**src/sv/rfd_pkg.sv**
```systemverilog
`timescale 1ns / 1ps
`default_nettype none

package rfd_pkg;

    localparam int CFG_IDX_W = 2;
    localparam int CFG_DATA_W = 32;
    localparam int LEN_W = 27;

    localparam logic [CFG_IDX_W-1:0] CFG_COMPRESSED_MODE = 2'd0;
    localparam logic [CFG_IDX_W-1:0] CFG_DECODED_LENGTH = 2'd1;
    localparam logic [CFG_IDX_W-1:0] CFG_EXPECTED_CRC = 2'd2;

    localparam logic [2:0] ST_OK = 3'd0;
    localparam logic [2:0] ST_OVERFLOW = 3'd1;
    localparam logic [2:0] ST_TRUNCATED = 3'd2;
    localparam logic [2:0] ST_SHORT = 3'd3;
    localparam logic [2:0] ST_CRC = 3'd4;
    localparam logic [2:0] ST_RAWLEN = 3'd5;

    localparam int Q_DEPTH = 4;
    localparam int Q_AW = 2;

    typedef enum logic [2:0] {
        PH_CONTROL = 3'b001,
        PH_RUN = 3'b010,
        PH_LITERAL = 3'b100
    } t_phase;

    typedef struct packed {
        logic compressed_mode;
        logic [LEN_W-1:0] decoded_length;
    } t_cfg;

    typedef struct packed {
        logic [7:0] data_byte;
        logic [7:0] repeat_count;
        logic last;
        logic [2:0] pre_status;
    } t_job;

endpackage

`default_nettype wire

```
**src/sv/rle_field_decoder_crc_check_unit.sv**
```systemverilog
`timescale 1ns / 1ps
`default_nettype none

// Run-length field decoder with a CRC-32 check over the decoded bytes. The front end takes
// one encoded byte per cycle while its four-entry job queue has room; control bytes only
// update the token state and leave no job unless they are the last byte. The back end
// folds the decoded bytes into the CRC one byte per cycle and takes a new job only as
// it finishes the one before, so a run holds it longer. Sustained throughput is set by
// that CRC unit; the queue and the output register let the input keep flowing during
// long runs and stalls. Results with done set carry the field status; the decoder state
// returns to reset after every last byte; the configuration registers keep their values.
module rle_field_decoder_crc_check_unit #(
    parameter int MAX_FIELD_BYTES = 67108864
) (
    input wire logic i_clk,
    input wire logic i_rst_n,
    input wire logic i_cfg_we,
    input wire logic [rfd_pkg::CFG_IDX_W-1:0] i_cfg_index,
    input wire logic [rfd_pkg::CFG_DATA_W-1:0] i_cfg_data,
    input wire logic i_in_valid,
    output logic o_in_stall,
    input wire logic [7:0] i_in_byte,
    input wire logic i_last_byte,
    output logic o_out_valid,
    input wire logic i_out_stall,
    output logic [7:0] o_data_byte,
    output logic [7:0] o_repeat_count,
    output logic o_done_res,
    output logic [2:0] o_status
);
    import rfd_pkg::*;

    logic r_compressed_mode;
    logic [LEN_W-1:0] r_decoded_length;
    logic [31:0] r_expected_crc;

    t_cfg cfg;
    t_job push_job, head_job;
    logic q_push, q_pop, q_full, q_empty;

    always_ff @(posedge i_clk) begin
        if (!i_rst_n) begin
            r_compressed_mode <= 1'b0;
            r_decoded_length <= '0;
            r_expected_crc <= 32'd0;
        end else if (i_cfg_we) begin
            case (i_cfg_index)
                CFG_COMPRESSED_MODE: r_compressed_mode <= i_cfg_data[0];
                CFG_DECODED_LENGTH: r_decoded_length <= i_cfg_data[LEN_W-1:0];
                CFG_EXPECTED_CRC: r_expected_crc <= i_cfg_data[31:0];
                default: r_compressed_mode <= r_compressed_mode;
            endcase
        end
    end

    assign cfg.compressed_mode = r_compressed_mode;
    assign cfg.decoded_length = r_decoded_length;

    rfd_front #(
        .MAX_FIELD_BYTES(MAX_FIELD_BYTES)
    ) u_front (
        .i_clk(i_clk),
        .i_rst_n(i_rst_n),
        .i_cfg(cfg),
        .i_in_valid(i_in_valid),
        .i_in_byte(i_in_byte),
        .i_last_byte(i_last_byte),
        .i_q_full(q_full),
        .o_in_stall(o_in_stall),
        .o_push(q_push),
        .o_job(push_job)
    );

    rfd_queue u_queue (
        .i_clk(i_clk),
        .i_rst_n(i_rst_n),
        .i_push(q_push),
        .i_job(push_job),
        .i_pop(q_pop),
        .o_full(q_full),
        .o_empty(q_empty),
        .o_job(head_job)
    );

    rfd_back u_back (
        .i_clk(i_clk),
        .i_rst_n(i_rst_n),
        .i_job(head_job),
        .i_q_empty(q_empty),
        .i_expected_crc(r_expected_crc),
        .i_out_stall(i_out_stall),
        .o_pop(q_pop),
        .o_out_valid(o_out_valid),
        .o_data_byte(o_data_byte),
        .o_repeat_count(o_repeat_count),
        .o_done_res(o_done_res),
        .o_status(o_status)
    );

    a_no_push_when_full: assert property (@(posedge i_clk) disable iff (!i_rst_n)
        q_push |-> !q_full)
        else $error("job pushed into a full queue");

    a_no_pop_when_empty: assert property (@(posedge i_clk) disable iff (!i_rst_n)
        q_pop |-> !q_empty)
        else $error("job popped from an empty queue");

    a_data_result_has_bytes: assert property (@(posedge i_clk) disable iff (!i_rst_n)
        (o_out_valid && !o_done_res) |-> (o_repeat_count != 8'd0 && o_status == ST_OK))
        else $error("intermediate result without data or with a status");

    a_count_in_range: assert property (@(posedge i_clk) disable iff (!i_rst_n)
        o_out_valid |-> (o_repeat_count <= 8'd130))
        else $error("repeat count out of range");

endmodule

`default_nettype wire

```
**src/sv/rfd_front.sv**
```systemverilog
`timescale 1ns / 1ps
`default_nettype none

module rfd_front #(
    parameter int MAX_FIELD_BYTES = 67108864
) (
    input wire logic i_clk,
    input wire logic i_rst_n,
    input wire rfd_pkg::t_cfg i_cfg,
    input wire logic i_in_valid,
    input wire logic [7:0] i_in_byte,
    input wire logic i_last_byte,
    input wire logic i_q_full,
    output logic o_in_stall,
    output logic o_push,
    output rfd_pkg::t_job o_job
);
    import rfd_pkg::*;

    t_phase r_phase, n_phase;
    logic [7:0] r_literal_left, n_literal_left;
    logic [7:0] r_pending_run, n_pending_run;
    logic [LEN_W-1:0] r_count, n_count;
    logic [2:0] r_err, n_err;

    logic accept;
    logic [LEN_W-1:0] lim;
    logic [7:0] run_len, lit_len, tok_len;
    logic tok_fits, raw_fits;
    logic [7:0] emit_val, emit_cnt;
    logic [7:0] lit_dec;
    logic [2:0] end_err;

    assign accept = i_in_valid && !i_q_full;
    assign o_in_stall = i_q_full;

    assign lim = ({5'b0, i_cfg.decoded_length} > 32'(MAX_FIELD_BYTES)) ?
                 LEN_W'(MAX_FIELD_BYTES) : i_cfg.decoded_length;

    assign run_len = {1'b0, i_in_byte[6:0]} + 8'd3;
    assign lit_len = {1'b0, i_in_byte[6:0]} + 8'd1;
    assign tok_len = i_in_byte[7] ? run_len : lit_len;
    assign tok_fits = ({1'b0, r_count} + {20'b0, tok_len}) <= {1'b0, lim};
    assign raw_fits = ({1'b0, r_count} + 28'd1) <= {1'b0, lim};
    assign lit_dec = r_literal_left - 8'd1;

    always_comb begin
        n_phase = r_phase;
        n_literal_left = r_literal_left;
        n_pending_run = r_pending_run;
        n_err = r_err;
        emit_val = 8'd0;
        emit_cnt = 8'd0;
        if (r_err == ST_OK) begin
            if (!i_cfg.compressed_mode) begin
                if (!raw_fits) begin
                    n_err = ST_RAWLEN;
                end else begin
                    emit_val = i_in_byte;
                    emit_cnt = 8'd1;
                end
            end else begin
                case (r_phase)
                    PH_CONTROL: begin
                        if (i_last_byte) begin
                            n_err = ST_TRUNCATED;
                        end else if (!tok_fits) begin
                            n_err = ST_OVERFLOW;
                        end else if (i_in_byte[7]) begin
                            n_pending_run = run_len;
                            n_phase = PH_RUN;
                        end else begin
                            n_literal_left = lit_len;
                            n_phase = PH_LITERAL;
                        end
                    end
                    PH_RUN: begin
                        emit_val = i_in_byte;
                        emit_cnt = r_pending_run;
                        n_pending_run = 8'd0;
                        n_phase = PH_CONTROL;
                    end
                    PH_LITERAL: begin
                        emit_val = i_in_byte;
                        emit_cnt = 8'd1;
                        n_literal_left = lit_dec;
                        if (lit_dec == 8'd0) begin
                            n_phase = PH_CONTROL;
                        end
                    end
                    default: begin
                        n_phase = PH_CONTROL;
                    end
                endcase
            end
        end
        n_count = r_count + LEN_W'(emit_cnt);

        end_err = n_err;
        if (n_err == ST_OK) begin
            if (i_cfg.compressed_mode) begin
                if (n_phase != PH_CONTROL) begin
                    end_err = ST_TRUNCATED;
                end else if (n_count != i_cfg.decoded_length) begin
                    end_err = ST_SHORT;
                end
            end else if (n_count != i_cfg.decoded_length) begin
                end_err = ST_RAWLEN;
            end
        end
    end

    assign o_push = accept && ((emit_cnt != 8'd0) || i_last_byte);
    assign o_job.data_byte = emit_val;
    assign o_job.repeat_count = emit_cnt;
    assign o_job.last = i_last_byte;
    assign o_job.pre_status = i_last_byte ? end_err : ST_OK;

    always_ff @(posedge i_clk) begin
        if (!i_rst_n) begin
            r_phase <= PH_CONTROL;
            r_literal_left <= 8'd0;
            r_pending_run <= 8'd0;
            r_count <= '0;
            r_err <= ST_OK;
        end else if (accept) begin
            if (i_last_byte) begin
                r_phase <= PH_CONTROL;
                r_literal_left <= 8'd0;
                r_pending_run <= 8'd0;
                r_count <= '0;
                r_err <= ST_OK;
            end else begin
                r_phase <= n_phase;
                r_literal_left <= n_literal_left;
                r_pending_run <= n_pending_run;
                r_count <= n_count;
                r_err <= n_err;
            end
        end
    end

endmodule

`default_nettype wire

```
**src/sv/rfd_queue.sv**
```systemverilog
`timescale 1ns / 1ps
`default_nettype none

module rfd_queue (
    input wire logic i_clk,
    input wire logic i_rst_n,
    input wire logic i_push,
    input wire rfd_pkg::t_job i_job,
    input wire logic i_pop,
    output logic o_full,
    output logic o_empty,
    output rfd_pkg::t_job o_job
);
    import rfd_pkg::*;

    t_job r_mem [Q_DEPTH];
    logic [Q_AW-1:0] r_wr, r_rd;
    logic [Q_AW:0] r_cnt;

    assign o_full = (r_cnt == (Q_AW + 1)'(Q_DEPTH));
    assign o_empty = (r_cnt == '0);
    assign o_job = r_mem[r_rd];

    always_ff @(posedge i_clk) begin
        if (i_push) begin
            r_mem[r_wr] <= i_job;
        end
    end

    always_ff @(posedge i_clk) begin
        if (!i_rst_n) begin
            r_wr <= '0;
            r_rd <= '0;
            r_cnt <= '0;
        end else begin
            if (i_push) begin
                r_wr <= r_wr + 1'b1;
            end
            if (i_pop) begin
                r_rd <= r_rd + 1'b1;
            end
            case ({i_push, i_pop})
                2'b10: r_cnt <= r_cnt + 1'b1;
                2'b01: r_cnt <= r_cnt - 1'b1;
                default: r_cnt <= r_cnt;
            endcase
        end
    end

endmodule

`default_nettype wire

```
**src/sv/rfd_back.sv**
```systemverilog
`timescale 1ns / 1ps
`default_nettype none

module rfd_back (
    input wire logic i_clk,
    input wire logic i_rst_n,
    input wire rfd_pkg::t_job i_job,
    input wire logic i_q_empty,
    input wire logic [31:0] i_expected_crc,
    input wire logic i_out_stall,
    output logic o_pop,
    output logic o_out_valid,
    output logic [7:0] o_data_byte,
    output logic [7:0] o_repeat_count,
    output logic o_done_res,
    output logic [2:0] o_status
);
    import rfd_pkg::*;

    function automatic logic [31:0] crc_byte(input logic [31:0] crc_in, input logic [7:0] b);
        logic [31:0] c;
        c = crc_in ^ {24'b0, b};
        for (int k = 0; k < 8; k++) begin
            c = c[0] ? ((c >> 1) ^ 32'hEDB88320) : (c >> 1);
        end
        return c;
    endfunction

    logic r_act;
    t_job r_job;
    logic [7:0] r_left;
    logic [31:0] r_crc;
    logic r_out_valid;
    logic [7:0] r_data_byte, r_repeat_count;
    logic r_done_res;
    logic [2:0] r_status;

    logic slot_free, finish, stepping;
    logic [2:0] fin_status;

    assign slot_free = !r_out_valid || !i_out_stall;
    assign stepping = r_act && (r_left != 8'd0);
    assign finish = r_act && (r_left == 8'd0) && slot_free;
    assign o_pop = !i_q_empty && (!r_act || finish);

    assign fin_status = (r_job.pre_status == ST_OK && ~r_crc != i_expected_crc) ?
                        ST_CRC : r_job.pre_status;

    always_ff @(posedge i_clk) begin
        if (!i_rst_n) begin
            r_act <= 1'b0;
            r_left <= 8'd0;
            r_crc <= 32'hFFFFFFFF;
            r_out_valid <= 1'b0;
        end else begin
            if (o_pop) begin
                r_act <= 1'b1;
                r_left <= i_job.repeat_count;
            end else begin
                if (finish) begin
                    r_act <= 1'b0;
                end
                if (stepping) begin
                    r_left <= r_left - 8'd1;
                end
            end
            if (finish && r_job.last) begin
                r_crc <= 32'hFFFFFFFF;
            end else if (stepping) begin
                r_crc <= crc_byte(r_crc, r_job.data_byte);
            end
            if (finish) begin
                r_out_valid <= 1'b1;
            end else if (!i_out_stall) begin
                r_out_valid <= 1'b0;
            end
        end
    end

    always_ff @(posedge i_clk) begin
        if (o_pop) begin
            r_job <= i_job;
        end
        if (finish) begin
            r_data_byte <= r_job.data_byte;
            r_repeat_count <= r_job.repeat_count;
            r_done_res <= r_job.last;
            r_status <= r_job.last ? fin_status : ST_OK;
        end
    end

    assign o_out_valid = r_out_valid;
    assign o_data_byte = r_data_byte;
    assign o_repeat_count = r_repeat_count;
    assign o_done_res = r_done_res;
    assign o_status = r_status;

endmodule

`default_nettype wire
```
**config.mk**
```make
export PLATFORM = sky130hd
export DESIGN_NAME = rle_field_decoder_crc_check_unit
export DESIGN_NICKNAME = d
export VERILOG_FILES = /design/src/sv/rfd_pkg.sv /design/src/sv/rle_field_decoder_crc_check_unit.sv /design/src/sv/rfd_front.sv /design/src/sv/rfd_queue.sv /design/src/sv/rfd_back.sv
export SDC_FILE = /design/constraint.sdc
export NUM_CORES = 1
export LEC_CHECK = 0
export ABC_AREA = 1
export BUFFER_PORTS_ARGS = -buffer_cell sky130_fd_sc_hd__buf_2
export CAP_MARGIN = 20
export CELL_PAD_IN_SITES_DETAIL_PLACEMENT = 1
export CELL_PAD_IN_SITES_GLOBAL_PLACEMENT = 2
export CORE_UTILIZATION = 35
export CTS_BUF_LIST = sky130_fd_sc_hd__clkbuf_2
export CTS_CLUSTER_SIZE = 20
export DETAILED_ROUTE_END_ITERATION = 8
export GPL_TIMING_DRIVEN = 0
export HOLD_SLACK_MARGIN = 0.05
export PLACE_DENSITY_LB_ADDON = 0.15
export SLEW_MARGIN = 20
export SYNTH_ARGS = -nofsm -noshare
export SYNTH_HDL_FRONTEND = slang
export SYNTH_SLANG_ARGS = --single-unit
export TNS_END_PERCENT = 100
```
**constraint.sdc**
```tcl
create_clock -name i_clk -period 6.3 [get_ports i_clk]
set_input_delay 0.315 -clock i_clk [delete_from_list [all_inputs] [get_ports i_clk]]
set_output_delay 0.315 -clock i_clk [all_outputs]
set_load 0.02 [all_outputs]
```
-- Yosys cells after proc, flatten, opt, wreduce, memory -nomap -nowiden
Memory sizes are Yosys's and may differ from the RTL's. A register that Yosys moved wholly into a read port is not among the register bits.
Cells that the tools add are included.
- eq/ne operators: 15
- magnitude comparators: 3
- bitwise logic cells: 12
- mux-type cells: 64
- multiply operators: 0
- divide/modulo/power cells: 0
- shift-type cells: 0
- reductions and logical operators: 40
- add/sub/neg operators: 11
- operators with widths (operator ; count):
    two-way mux 32 bit ; 8
    two-way mux 8 bit ; 19
    inverter 13 -> 14 bit ; 8
    two-way mux 3 bit ; 21
    <= comparator 28 x 27 -> 1 bit ; 2
    two-way mux 27 bit ; 2
    case mux 8 bit (2 select lines) ; 3
    != test 32 bit ; 1
    inverter 32 bit ; 1
    XOR 32 x 8 -> 32 bit ; 1
    adder 27 x 1 -> 28 bit (second input constant) ; 1
    adder 27 x 8 -> 28 bit ; 1
    adder 27 x 8 -> 27 bit ; 1
    greater-than comparator 27 bit (second input constant) ; 1
    != test 27 bit ; 1
    logical NOT 8 bit ; 2
    nonzero test 8 bit ; 2
    subtractor 8 x 1 -> 8 bit (second input constant) ; 2
    logical NOT 3 bit ; 4
    case mux 3 bit (2 select lines) ; 2
    AND reduction 6 bit ; 2
    nonzero test 2 bit ; 5
    adder 7 x 1 -> 8 bit (second input constant) ; 1
    adder 7 x 2 -> 8 bit (second input constant) ; 1
    other kinds (22) ; 53
- word-level logic and storage cells: 170
- RAM bits: 80
- output and inout bits: 22
- bits in latches: 0
- memories: 1
- bits in read-only memories: 0
- flip-flop bits (word level): 198
- input port bits: 48
- memory list (name ; words ; width ; read ports ; clocked after memory_dff ; wr ports ; line ; RTL):
    u_queue.r_mem ; 4 ; 20 ; 1 ; 1 ; 1 ; rfd_queue.sv:16 ; t_job r_mem [Q_DEPTH];

-- Logic depth before layout (Yosys ltp)
Gate-level depths: netlist of the first run.
- word-level depth: 17
- gate-level depth with buffers: 42
- depth with buffers taken out: 42

-- Cells and area by module
A second synthesis of the first run with hierarchy kept.
- cells, all modules: 2483
- area total of the unflattened synthesis: 17745.8 µm²
- modules (own cells, without submodules) (module ; times used ; cells an instance ; area each (µm²) ; seq. area each (µm²)):
    rfd_front ; 1 ; 1141 ; 6941.7 ; 980.9
    rfd_back ; 1 ; 708 ; 4924.7 ; 2042.0
    rfd_queue ; 1 ; 251 ; 3380.7 ; 2582.5
    rle_field_decoder_crc_check_unit ; 1 ; 383 ; 2498.6 ; 1201.2

-- Worst setup path after synthesis of the first run
OpenSTA, ideal clock, no wires.
- kind: register to register
- start point: register u_front.r_count[2]
- end point: memory u_queue.r_mem[0][0] in the netlist's numbering, data pin
- setup slack: 1.002 ns
- buffers on the path: 0
- arrival: 5.026 ns
- clock period less this slack: 5.298 ns
- cell stages (with the launch flop): 37
- required time: 6.028 ns
- library setup time: 0.272 ns
- cell sequence: dfxtp_1 nand3_1 inv_1 nand2_1 nor3_1 inv_1 nor2_1 inv_1 nor2_1 nand4_1 nor2_1 xor2_1 inv_1 ha_1 a21oi_1 o21ai_0 a21oi_4 nand3_2 a21oi_2 nand2_2 inv_1 ha_1 inv_1 fa_1 inv_1 nand3_1 nand2_1 nand2_1 nand3_4 nand2_4 o21ai_1 nand2_1 xor2_1 nor3_1 nand4_1 a21oi_1 nor3_2
- RTL lines (what ; line ; RTL):
    start, declared ; rfd_front.sv:23 ; logic [LEN_W-1:0] r_count, n_count;
    start signal, assigned ; rfd_front.sv:137 ; r_count <= n_count;
    end, declared ; rfd_queue.sv:16 ;

==> impl_metrics.prom, run 1 <==
# TYPE chip_impl_metric gauge
chip_impl_metric{name="h-tree-depth",unit=""} 3
chip_impl_metric{name="drive_above_1_share",unit=""} 0.161
chip_impl_metric{name="cp_max_fo",unit=""} 5
chip_impl_metric{name="post-layout-total-power",unit="mW"} 6.67
chip_impl_metric{name="yosysSeqAreaShare",unit=""} 0.418
chip_impl_info{name="tritoncts",value="built"} 1
chip_impl_metric{name="antenna_violating_nets_left",unit=""} 0
chip_impl_metric{name="die_height",unit="µm"} 218
chip_impl_metric{name="finalWeightedCongestion",unit=""} 0.851
chip_impl_metric{name="placed_area",unit="µm²"} 17400
chip_impl_metric{name="max_clock_freq",unit="MHz"} 171
chip_impl_metric{name="final_min_period_over_clock_period",unit=""} 0.931
chip_impl_metric{name="timing.final.hold_violations",unit=""} 0
chip_impl_metric{name="largest_stage_delay_on_the_critical_path",unit="ns"} 0.60
chip_impl_metric{name="postSynthNetCount",unit=""} 2148
chip_impl_info{name="mostFrequentLayoutCell",value="sky130_fd_sc_hd__nand2_1"} 1
chip_impl_metric{name="leakage",unit="nW"} 8.20
chip_impl_metric{name="worst_ep_required_time",unit="ns"} 7.04
chip_impl_metric{name="grt_start_max_net_pins",unit=""} 29
chip_impl_metric{name="detailedRoute.firstPassIterationCount",unit=""} 5
chip_impl_metric{name="max_cap_violations",unit=""} 0
chip_impl_metric{name="postLayoutCoreUtil",unit=""} 0.425
chip_impl_metric{name="total_power_density_per_cell_area",unit="nW/µm²"} 344
chip_impl_metric{name="setup_viol",unit=""} 0
chip_impl_metric{name="tightestPinTransition",unit="ns"} 1.08
chip_impl_metric{name="numClockSinks",unit=""} 280
chip_impl_metric{name="via_count",unit=""} 14876
chip_impl_info{name="timing.hold.worst.class",value="primary input to register"} 1
chip_impl_metric{name="first_global_vias",unit=""} 15341
chip_impl_info{name="slowest_cell_on_the_critical_path",value="sky130_fd_sc_hd__fa_2"} 1
chip_impl_metric{name="final_cell_area",unit="µm²"} 19400
chip_impl_metric{name="core-area",unit="µm²"} 45600
chip_impl_metric{name="ys_warn_count",unit=""} 0
chip_impl_metric{name="area.growth.synth_to_final",unit="%"} 19.1
chip_impl_metric{name="syn_area",unit="µm²"} 16300
chip_impl_metric{name="drt-total-wl",unit="mm"} 58.3
chip_impl_info{name="mostFrequentLayoutCells",value="sky130_fd_sc_hd__nand2_1, sky130_fd_sc_hd__inv_1, sky130_fd_sc_hd__a21oi_1, sky130_fd_sc_hd__o21ai_0, sky130_fd_sc_hd__nor2_1"} 1
chip_impl_metric{name="instance_count_after_placement_with_tap_cells_included",unit=""} 2684
chip_impl_metric{name="dr.first_iter.drc_count",unit=""} 698
chip_impl_metric{name="number_of_antenna_violations_at_the_first_check_in_global_routing",unit=""} 3
chip_impl_info{name="synth_ff_type",value="sky130_fd_sc_hd__dfxtp_1"} 1
chip_impl_metric{name="synth_enable_flop_cells",unit=""} 120
chip_impl_metric{name="fp.dieW",unit="µm"} 218
chip_impl_info{name="critical_path.most_common_cell",value="sky130_fd_sc_hd__nand3_1"} 1
chip_impl_metric{name="peak_supply_drop",unit="mV"} 0.246
chip_impl_metric{name="slew_headroom",unit=""} 0.272
chip_impl_metric{name="wl_per_cell",unit="µm"} 19.9
chip_impl_info{name="worst_setup_path_end_kind",value="register"} 1
chip_impl_metric{name="seq_power_share",unit=""} 0.385
chip_impl_metric{name="tritoncts.num_buffers",unit=""} 79
chip_impl_metric{name="p_switching",unit="mW"} 2.87
chip_impl_metric{name="syn_inst",unit=""} 2016
chip_impl_metric{name="grt_pass1_wl",unit="mm"} 89.1
chip_impl_metric{name="remaining_drc_errors",unit=""} 0
chip_impl_metric{name="synth-seq-cells",unit=""} 280
chip_impl_metric{name="dieArea",unit="µm²"} 47300
chip_impl_metric{name="skew",unit="ns"} 0.0536
chip_impl_metric{name="synth.lib_cells_used.distinct",unit=""} 65
chip_impl_info{name="outcome",value="finished clean"} 1
chip_impl_metric{name="pre_cts_slack",unit="ns"} -1.20
chip_impl_info{name="setup_crit_start_kind",value="register"} 1
chip_impl_metric{name="worst_hold_slack",unit="ns"} 0.185
chip_impl_metric{name="final_cell_count_no_fill",unit=""} 2924
chip_impl_info{name="cts-root-buf",value="sky130_fd_sc_hd__clkbuf_2"} 1
chip_impl_metric{name="power_report.internal_total",unit="mW"} 3.80
chip_impl_metric{name="tns",unit="ns"} 0
chip_impl_metric{name="port-buffer-count",unit=""} 68
chip_impl_info{name="timing.setup.critical_path_class",value="register to register"} 1
chip_impl_metric{name="power.share.clock",unit=""} 0.213
chip_impl_metric{name="worst_setup_hold_path_clk_slew",unit="ns"} 0.10
chip_impl_metric{name="fin_ws",unit="ns"} 0.436
chip_impl_metric{name="timing_max_transition_violations_final",unit=""} 0
chip_impl_metric{name="timing.final.crit_period",unit="ns"} 5.86
chip_impl_metric{name="floorplan.rows",unit=""} 78
chip_impl_metric{name="timing.critical_path.arrival",unit="ns"} 6.60
chip_impl_metric{name="power_frac_comb",unit=""} 0.403
chip_impl_metric{name="sum_of_net_half_perimeters_after_detailed_placement",unit="mm"} 43.8
chip_impl_metric{name="clk_latency",unit="ns"} 1.01
chip_impl_metric{name="async_flop_share",unit=""} 0
chip_impl_metric{name="global_route.usage.total",unit=""} 0.248
chip_impl_metric{name="swShare",unit=""} 0.430
chip_impl_metric{name="net_count_reported_at_finish",unit=""} 2396
chip_impl_metric{name="ioPinCount",unit=""} 70
chip_impl_metric{name="initial_utilization",unit=""} 0.357
chip_impl_metric{name="cts.path.max_buffers",unit=""} 3
chip_impl_metric{name="grt.overflow.total",unit=""} 0
chip_impl_metric{name="vias_per_cell",unit=""} 5.09
chip_impl_metric{name="avgSynthCellArea",unit="µm²"} 8.07
path summary, 6_finish.rpt:
path	startpoint	end	slack [ns]	cells after the start
worst max-delay path	u_front.r_count[0]$_SDFFE_PN0P_	u_queue.r_mem[0][1]$_DFFE_PP_	0.44	35
worst min-delay path	i_out_stall	u_back.o_out_valid$_SDFFE_PN0P_	0.18	4
worst max register to register	u_front.r_count[0]$_SDFFE_PN0P_	u_queue.r_mem[0][1]$_DFFE_PP_	0.44	35
worst min register to register	u_back.r_job[5]$_DFFE_PP_	u_back.o_repeat_count[1]$_DFFE_PP_	0.41	0
routing by layer:
layer / GRT usage / vias to the layer above / part of all wire
met1: 0.325 / 7174 / 0.46
met5: 0 / - / 0
met2: 0.418 / 280 / 0.48
li1: - / 7320 / -
met3: 0.0289 / 102 / 0.033
met4: 0.0911 / 0 / 0.028
sequential cells by signal, indices dropped and copies added, names as in the netlist, 8 cells and up, named ones only:
| register | cells |
|---|---|
| u_front.r_literal_left | 8 |
| u_front.r_count | 27 |
| u_back.o_repeat_count | 8 |
| r_expected_crc | 32 |
| u_back.r_left | 8 |
| u_back.r_crc | 32 |
| u_back.o_data_byte | 8 |
| u_front.r_pending_run | 8 |
| u_back.r_job | 20 |
| u_queue.r_mem | 80 |
| r_decoded_length | 27 |
worst max-delay path: cells and delay by family, from the launching register on:
kind / cells / cell delay, ns
buffers and inverters: 6 / 0.60
adders and majority gates: 4 / 1.22
AOI/OAI and AO/OA: 2 / 0.44
and+or+nand+nor: 21 / 2.62
xor gates and xnor gates: 2 / 0.33
DFF: 1 / 0.42
synth_stat cells (3+ instances only):
cell	n	area [µm²]
sky130_fd_sc_hd__buf_4	6	45.0
sky130_fd_sc_hd__nand3_4	3	52.6
sky130_fd_sc_hd__o31ai_1	3	22.5
sky130_fd_sc_hd__nand2_2	13	81.3
sky130_fd_sc_hd__nor3_1	46	230
sky130_fd_sc_hd__o221ai_1	6	52.6
sky130_fd_sc_hd__a22oi_1	3	22.5
sky130_fd_sc_hd__a21oi_2	3	26.3
sky130_fd_sc_hd__nor2_1	169	634
sky130_fd_sc_hd__nand3_2	6	60.1
sky130_fd_sc_hd__o211ai_1	17	128
sky130_fd_sc_hd__or2_1	6	37.5
sky130_fd_sc_hd__nand3_1	75	375
sky130_fd_sc_hd__o311ai_0	3	26.3
sky130_fd_sc_hd__dfxtp_1	160	3200
sky130_fd_sc_hd__clkbuf_1	55	206
sky130_fd_sc_hd__nand4_1	23	144
sky130_fd_sc_hd__clkinv_1	4	15.0
sky130_fd_sc_hd__a211oi_1	7	52.6
sky130_fd_sc_hd__inv_1	237	890
sky130_fd_sc_hd__nand2_1	350	1310
sky130_fd_sc_hd__buf_6	4	45.0
sky130_fd_sc_hd__nor4_1	17	106
sky130_fd_sc_hd__o22ai_1	24	150
sky130_fd_sc_hd__o21ai_1	3	15.0
sky130_fd_sc_hd__a21oi_1	176	881
sky130_fd_sc_hd__a31oi_1	4	25.0
sky130_fd_sc_hd__or2_2	7	43.8
sky130_fd_sc_hd__nor2_2	6	37.5
sky130_fd_sc_hd__xor2_1	100	876
sky130_fd_sc_hd__xnor2_1	51	447
sky130_fd_sc_hd__edfxtp_1	120	3600
sky130_fd_sc_hd__fa_1	3	60.1
sky130_fd_sc_hd__nand3b_1	5	37.5
sky130_fd_sc_hd__nor2_4	5	56.3
sky130_fd_sc_hd__nor3_2	3	30.0
sky130_fd_sc_hd__ha_1	81	1010
sky130_fd_sc_hd__o21ai_0	170	851
sky130_fd_sc_hd__nand2_4	5	56.3
sky130_fd_sc_hd__inv_2	5	18.8
power groups by stage:
stage               combinational (mW)  clock (mW)  sequential [mW]
floorplan                         1.86           0             2.50
global placement                  2.55           0             2.61
detailed placement                2.61           0             2.61
CTS                               2.68        1.48             2.57
global route                      2.99        1.56             2.61
finish                            2.69        1.42             2.57
logic make-up (layout without fill, tap and decap cells):
family / after synthesis / in the layout / share of synthesized area
other: 0 / 2 / 0
adders and majority gates: 84 / 84 / 0.0660
xor gates and xnor gates: 154 / 154 / 0.0847
AOI/OAI and AO/OA: 435 / 435 / 0.148
buffers and inverters: 316 / 621 / 0.0765
and+or+nand+nor: 747 / 748 / 0.207
DFF: 280 / 280 / 0.418
final cells by class:
cell class | count | area, µm²
Multi-Input combinational cell | 1421 | 8510
Buffer | 68 | 334
Sequential cell | 280 | 6840
Antenna cell | 2 | 5.00
Timing Repair Buffer | 166 | 1240
Tap cell | 600 | 751
Clock buffer | 121 | 606
Inverter | 248 | 945
Clock inverter | 18 | 145
Fill cell | 5628 | 26200
what timing repair did:
action / 4_1_cts / 5_1_grt
hold endpoints to repair: 133 / 0
pin swaps: 13 / 33
endpoints found under the setup margin: 15 / 13
setup buffers: 9 / 22
gates cloned: 2 / 0
hold buffers: 65 / 0
gates resized for setup: 59 / 33
No activity file was read; power rests on OpenSTA's default activity.
==> run 2, diff against run 1 <==
--- a/config.mk
+++ b/config.mk
@@ -7,3 +7,2 @@
 export LEC_CHECK = 0
-export ABC_AREA = 1
 export BUFFER_PORTS_ARGS = -buffer_cell sky130_fd_sc_hd__buf_2
--- a/constraint.sdc
+++ b/constraint.sdc
@@ -3,2 +3,2 @@
 set_output_delay 0.315 -clock i_clk [all_outputs]
-set_load 0.02 [all_outputs]
+set_load 0.005 [all_outputs]
==> impl_metrics.prom, run 2 <==
# TYPE chip_impl_metric gauge
chip_impl_info{name="outcome",value="finished with violations"} 1
chip_impl_info{name="violations",value="setup timing"} 1
chip_impl_metric{name="yosys.area_share.adder",unit=""} 0.0684
chip_impl_info{name="cts-root-buf",value="sky130_fd_sc_hd__clkbuf_2"} 1
chip_impl_metric{name="global_route.usage.total",unit=""} 0.248
chip_impl_metric{name="placed_area",unit="µm²"} 16800
chip_impl_metric{name="slew_headroom",unit=""} 0.317
chip_impl_metric{name="postLayoutCoreUtil",unit=""} 0.438
chip_impl_metric{name="yosys-mux-area-fraction",unit=""} 0.0306
chip_impl_metric{name="core-area",unit="µm²"} 44200
chip_impl_metric{name="sum_of_net_half_perimeters_after_detailed_placement",unit="mm"} 40.1
chip_impl_metric{name="drive_above_1_share",unit=""} 0.187
chip_impl_info{name="holdCritStartpoint",value="i_in_byte[0]"} 1
chip_impl_metric{name="skew",unit="ns"} 0.0657
chip_impl_info{name="mostFrequentLayoutCells",value="sky130_fd_sc_hd__nand2_1, sky130_fd_sc_hd__dfxtp_1, sky130_fd_sc_hd__a21oi_1, sky130_fd_sc_hd__edfxtp_1, sky130_fd_sc_hd__clkbuf_2"} 1
chip_impl_metric{name="number_of_antenna_violations_at_the_first_check_in_global_routing",unit=""} 2
chip_impl_metric{name="tritoncts.num_buffers",unit=""} 77
chip_impl_metric{name="die_height",unit="µm"} 214
chip_impl_metric{name="max_clock_freq",unit="MHz"} 148
chip_impl_metric{name="synth_enable_flop_cells",unit=""} 120
chip_impl_metric{name="syn_inst",unit=""} 1661
chip_impl_metric{name="numClockSinks",unit=""} 280
chip_impl_metric{name="post-layout-total-power",unit="mW"} 7.21
chip_impl_metric{name="grt.overflow.total",unit=""} 0
chip_impl_metric{name="leakage",unit="nW"} 7.62
chip_impl_info{name="largest_registers",value="u_queue.r_mem (80), r_expected_crc (32), u_back.r_crc (32)"} 1
chip_impl_metric{name="cts.path.max_buffers",unit=""} 3
chip_impl_info{name="setup_crit_start_kind",value="register"} 1
chip_impl_metric{name="max_cap_violations",unit=""} 0
chip_impl_metric{name="first_global_vias",unit=""} 14181
chip_impl_metric{name="synth.lib_cells_used.distinct",unit=""} 81
chip_impl_info{name="rsz_0062_raised_after_global_routing",value="yes"} 1
chip_impl_metric{name="total_power_density_per_cell_area",unit="nW/µm²"} 372
chip_impl_metric{name="worst_setup_hold_path_clk_slew",unit="ns"} 0.12
chip_impl_metric{name="wl_per_cell",unit="µm"} 21.3
chip_impl_info{name="crit-reg2reg-launch",value="u_front.r_count[4]$_SDFFE_PN0P_"} 1
chip_impl_metric{name="area.sequential",unit="µm²"} 6860
chip_impl_info{name="yosys-top-cells-count",value="sky130_fd_sc_hd__nand2_1, sky130_fd_sc_hd__dfxtp_1, sky130_fd_sc_hd__a21oi_1, sky130_fd_sc_hd__edfxtp_1"} 1
chip_impl_info{name="timing.hold.worst.class",value="primary input to register"} 1
chip_impl_metric{name="detailedRoute.firstPassIterationCount",unit=""} 6
chip_impl_metric{name="setup_viol",unit=""} 12
chip_impl_metric{name="fp.dieW",unit="µm"} 214
chip_impl_metric{name="final_cell_area",unit="µm²"} 19400
chip_impl_metric{name="dr.first_iter.drc_count",unit=""} 712
chip_impl_metric{name="timing_max_transition_violations_final",unit=""} 0
chip_impl_metric{name="postSynthNetCount",unit=""} 1793
chip_impl_metric{name="initial_utilization",unit=""} 0.355
chip_impl_metric{name="port-buffer-count",unit=""} 65
chip_impl_metric{name="share_of_the_synthesized_area_in_compound_gates_ao_oa_aoi_oai",unit=""} 0.133
chip_impl_metric{name="grt_start_max_net_pins",unit=""} 25
chip_impl_info{name="mostFrequentLayoutCell",value="sky130_fd_sc_hd__nand2_1"} 1
chip_impl_metric{name="largest_register_ffs",unit=""} 80
chip_impl_metric{name="tightestPinTransition",unit="ns"} 1.02
chip_impl_metric{name="cp_max_fo",unit=""} 5
chip_impl_metric{name="timing.final.crit_period",unit="ns"} 6.75
chip_impl_metric{name="fill_cells",unit=""} 5133
chip_impl_info{name="largest-register",value="u_queue.r_mem"} 1
chip_impl_info{name="cp-startpoint",value="u_front.r_count[4]$_SDFFE_PN0P_"} 1
chip_impl_info{name="combinational_family_with_the_most_area_after_synthesis",value="simple AND/OR/NAND/NOR gates"} 1
chip_impl_metric{name="net_count_reported_at_finish",unit=""} 2084
chip_impl_info{name="worst_setup_path_end_kind",value="register"} 1
chip_impl_info{name="synth_ff_type",value="sky130_fd_sc_hd__dfxtp_1"} 1
chip_impl_metric{name="drt-total-wl",unit="mm"} 55.5
chip_impl_metric{name="synthDominantCellAreaShare",unit=""} 0.230
chip_impl_metric{name="grt_pass1_wl",unit="mm"} 84.1
chip_impl_metric{name="synthSimpleGateAreaFrac",unit=""} 0.177
chip_impl_metric{name="worst_ep_required_time",unit="ns"} 7.03
chip_impl_metric{name="largest_stage_delay_on_the_critical_path",unit="ns"} 0.53
chip_impl_info{name="timing.setup.critical_path_class",value="register to register"} 1
chip_impl_metric{name="ioPinCount",unit=""} 70
chip_impl_metric{name="ys_warn_count",unit=""} 0
chip_impl_metric{name="post_synth_xor_area_fraction",unit=""} 0.124
chip_impl_info{name="synth.largest_area_cell",value="sky130_fd_sc_hd__edfxtp_1"} 1
chip_impl_metric{name="vias_per_cell",unit=""} 5.22
chip_impl_metric{name="timing.final.hold_violations",unit=""} 0
chip_impl_metric{name="area.growth.synth_to_final",unit="%"} 23.5
chip_impl_metric{name="antenna_violating_nets_left",unit=""} 0
chip_impl_metric{name="fin_ws",unit="ns"} -0.454
chip_impl_metric{name="dieArea",unit="µm²"} 45700
chip_impl_metric{name="peak_supply_drop",unit="mV"} 0.401
chip_impl_metric{name="avgSynthCellArea",unit="µm²"} 9.45
chip_impl_metric{name="final_min_period_over_clock_period",unit=""} 1.07
chip_impl_info{name="synth_most_common_cell",value="sky130_fd_sc_hd__nand2_1"} 1
chip_impl_metric{name="multi_input_gate_area_in_the_final_layout",unit="µm²"} 8820
chip_impl_metric{name="syn_area",unit="µm²"} 15700
chip_impl_metric{name="via_count",unit=""} 13605
chip_impl_metric{name="remaining_drc_errors",unit=""} 0
chip_impl_metric{name="async_flop_share",unit=""} 0
chip_impl_metric{name="finalWeightedCongestion",unit=""} 0.883
chip_impl_metric{name="floorplan.rows",unit=""} 77
chip_impl_metric{name="timing.critical_path.arrival",unit="ns"} 7.48
chip_impl_info{name="tritoncts",value="built"} 1
chip_impl_metric{name="clk_latency",unit="ns"} 1.04
chip_impl_info{name="slowest_cell_on_the_critical_path",value="sky130_fd_sc_hd__or4_4"} 1
chip_impl_metric{name="rrSetupSlack",unit="ns"} -0.45
chip_impl_metric{name="yosysSeqAreaShare",unit=""} 0.434
chip_impl_metric{name="synth-seq-cells",unit=""} 280
chip_impl_info{name="ys_top_cells_by_area",value="sky130_fd_sc_hd__edfxtp_1, sky130_fd_sc_hd__dfxtp_1, sky130_fd_sc_hd__ha_1"} 1
chip_impl_metric{name="h-tree-depth",unit=""} 3
## run 2: cell count changes after synthesis, sizes merged, moves of 43 or more
| cell | delta |
|---|---|
| nand2 | -121 |
| nor2 | -67 |
| a21oi | -43 |
| inv | -195 |
| o21ai | -115 |
| xnor2 | +60 |
| nand3 | -56 |
## run 2: worst paths after layout
check,end,depth (start not counted)
worst min-delay path,u_front.r_literal_left[4]$_SDFFE_PN0P_,6
worst max-delay path,u_queue.r_mem[0][1]$_DFFE_PP_,30
worst max register to register,u_queue.r_mem[0][1]$_DFFE_PP_,30
worst min register to register,u_back.o_repeat_count[3]$_DFFE_PP_,0
## run 2: kinds of logic after synthesis
logic type,after synthesis
AND/OR/NAND/NOR,586
AO/OA/AOI/OAI,333
flip-flops,280
XOR/XNOR,221
buffers and inverters,134
adder cells (fa/ha/maj),84
multiplexers,23
## run 2: area by class of cell
class | count | area share
multi-input combinational | 1247 | 0.455
clock inverter | 31 | 0.00858
clock buffer | 108 | 0.0279
sequential | 280 | 0.354
tap | 592 | 0.0382
buffer | 84 | 0.0186
antenna | 2 | 0.000258
timing repair buffer | 214 | 0.0882
inverter | 48 | 0.00929
## run 2: what timing repair did
| action | in CTS | in global routing |
|---|---|---|
| hold buffers | 99 | 0 |
| endpoints found under the hold margin | 128 | 0 |
| pin swaps | 33 | 27 |
| gates resized for setup | 85 | 41 |
| setup endpoints to repair | 31 | 36 |
| setup buffers | 36 | 14 |
## run 2: layer usage
layer / track usage / part of all wire / up-vias
met4: 0.101 / 0.028 / 0
met3: 0.0332 / 0.038 / 93
li1: - / - / 6537
met2: 0.416 / 0.48 / 262
met1: 0.320 / 0.45 / 6713
met5: 0 / 0 / -
## run 2: report_power, final
part           switching (mW)  leakage (nW)  total, mW  internal, mW
Combinational            1.91          4.67       3.30          1.39
Sequential              0.253          2.42       2.55          2.30
Clock                   0.837         0.531       1.35         0.515
## run 2: metrics by stage
step / hold WS (ns) / setup WS, ns / cells / TNS (ns)
final: 0.196 / -0.454 / 2606 / -5.19
after global placement: 0.402 / -2.07 / 2318 / -43.30
after detailed placement: 0.406 / -2.06 / 2318 / -46.08
after global routing: 0.192 / -0.640 / 2606 / -7.52
after CTS: 0.0555 / -0.516 / 2592 / -7.55
after floorplan: 0.391 / 0.00638 / 1661 / 0
## run 2: critical path, delay by kind of cell, from the launching register on
family | cells | cell delay [ns]
xor+xnor | 2 | 0.34
simple gates | 12 | 2.71
buf+inv | 5 | 0.73
fa+ha+maj | 3 | 0.72
compound gates | 8 | 1.56
flops | 1 | 0.38
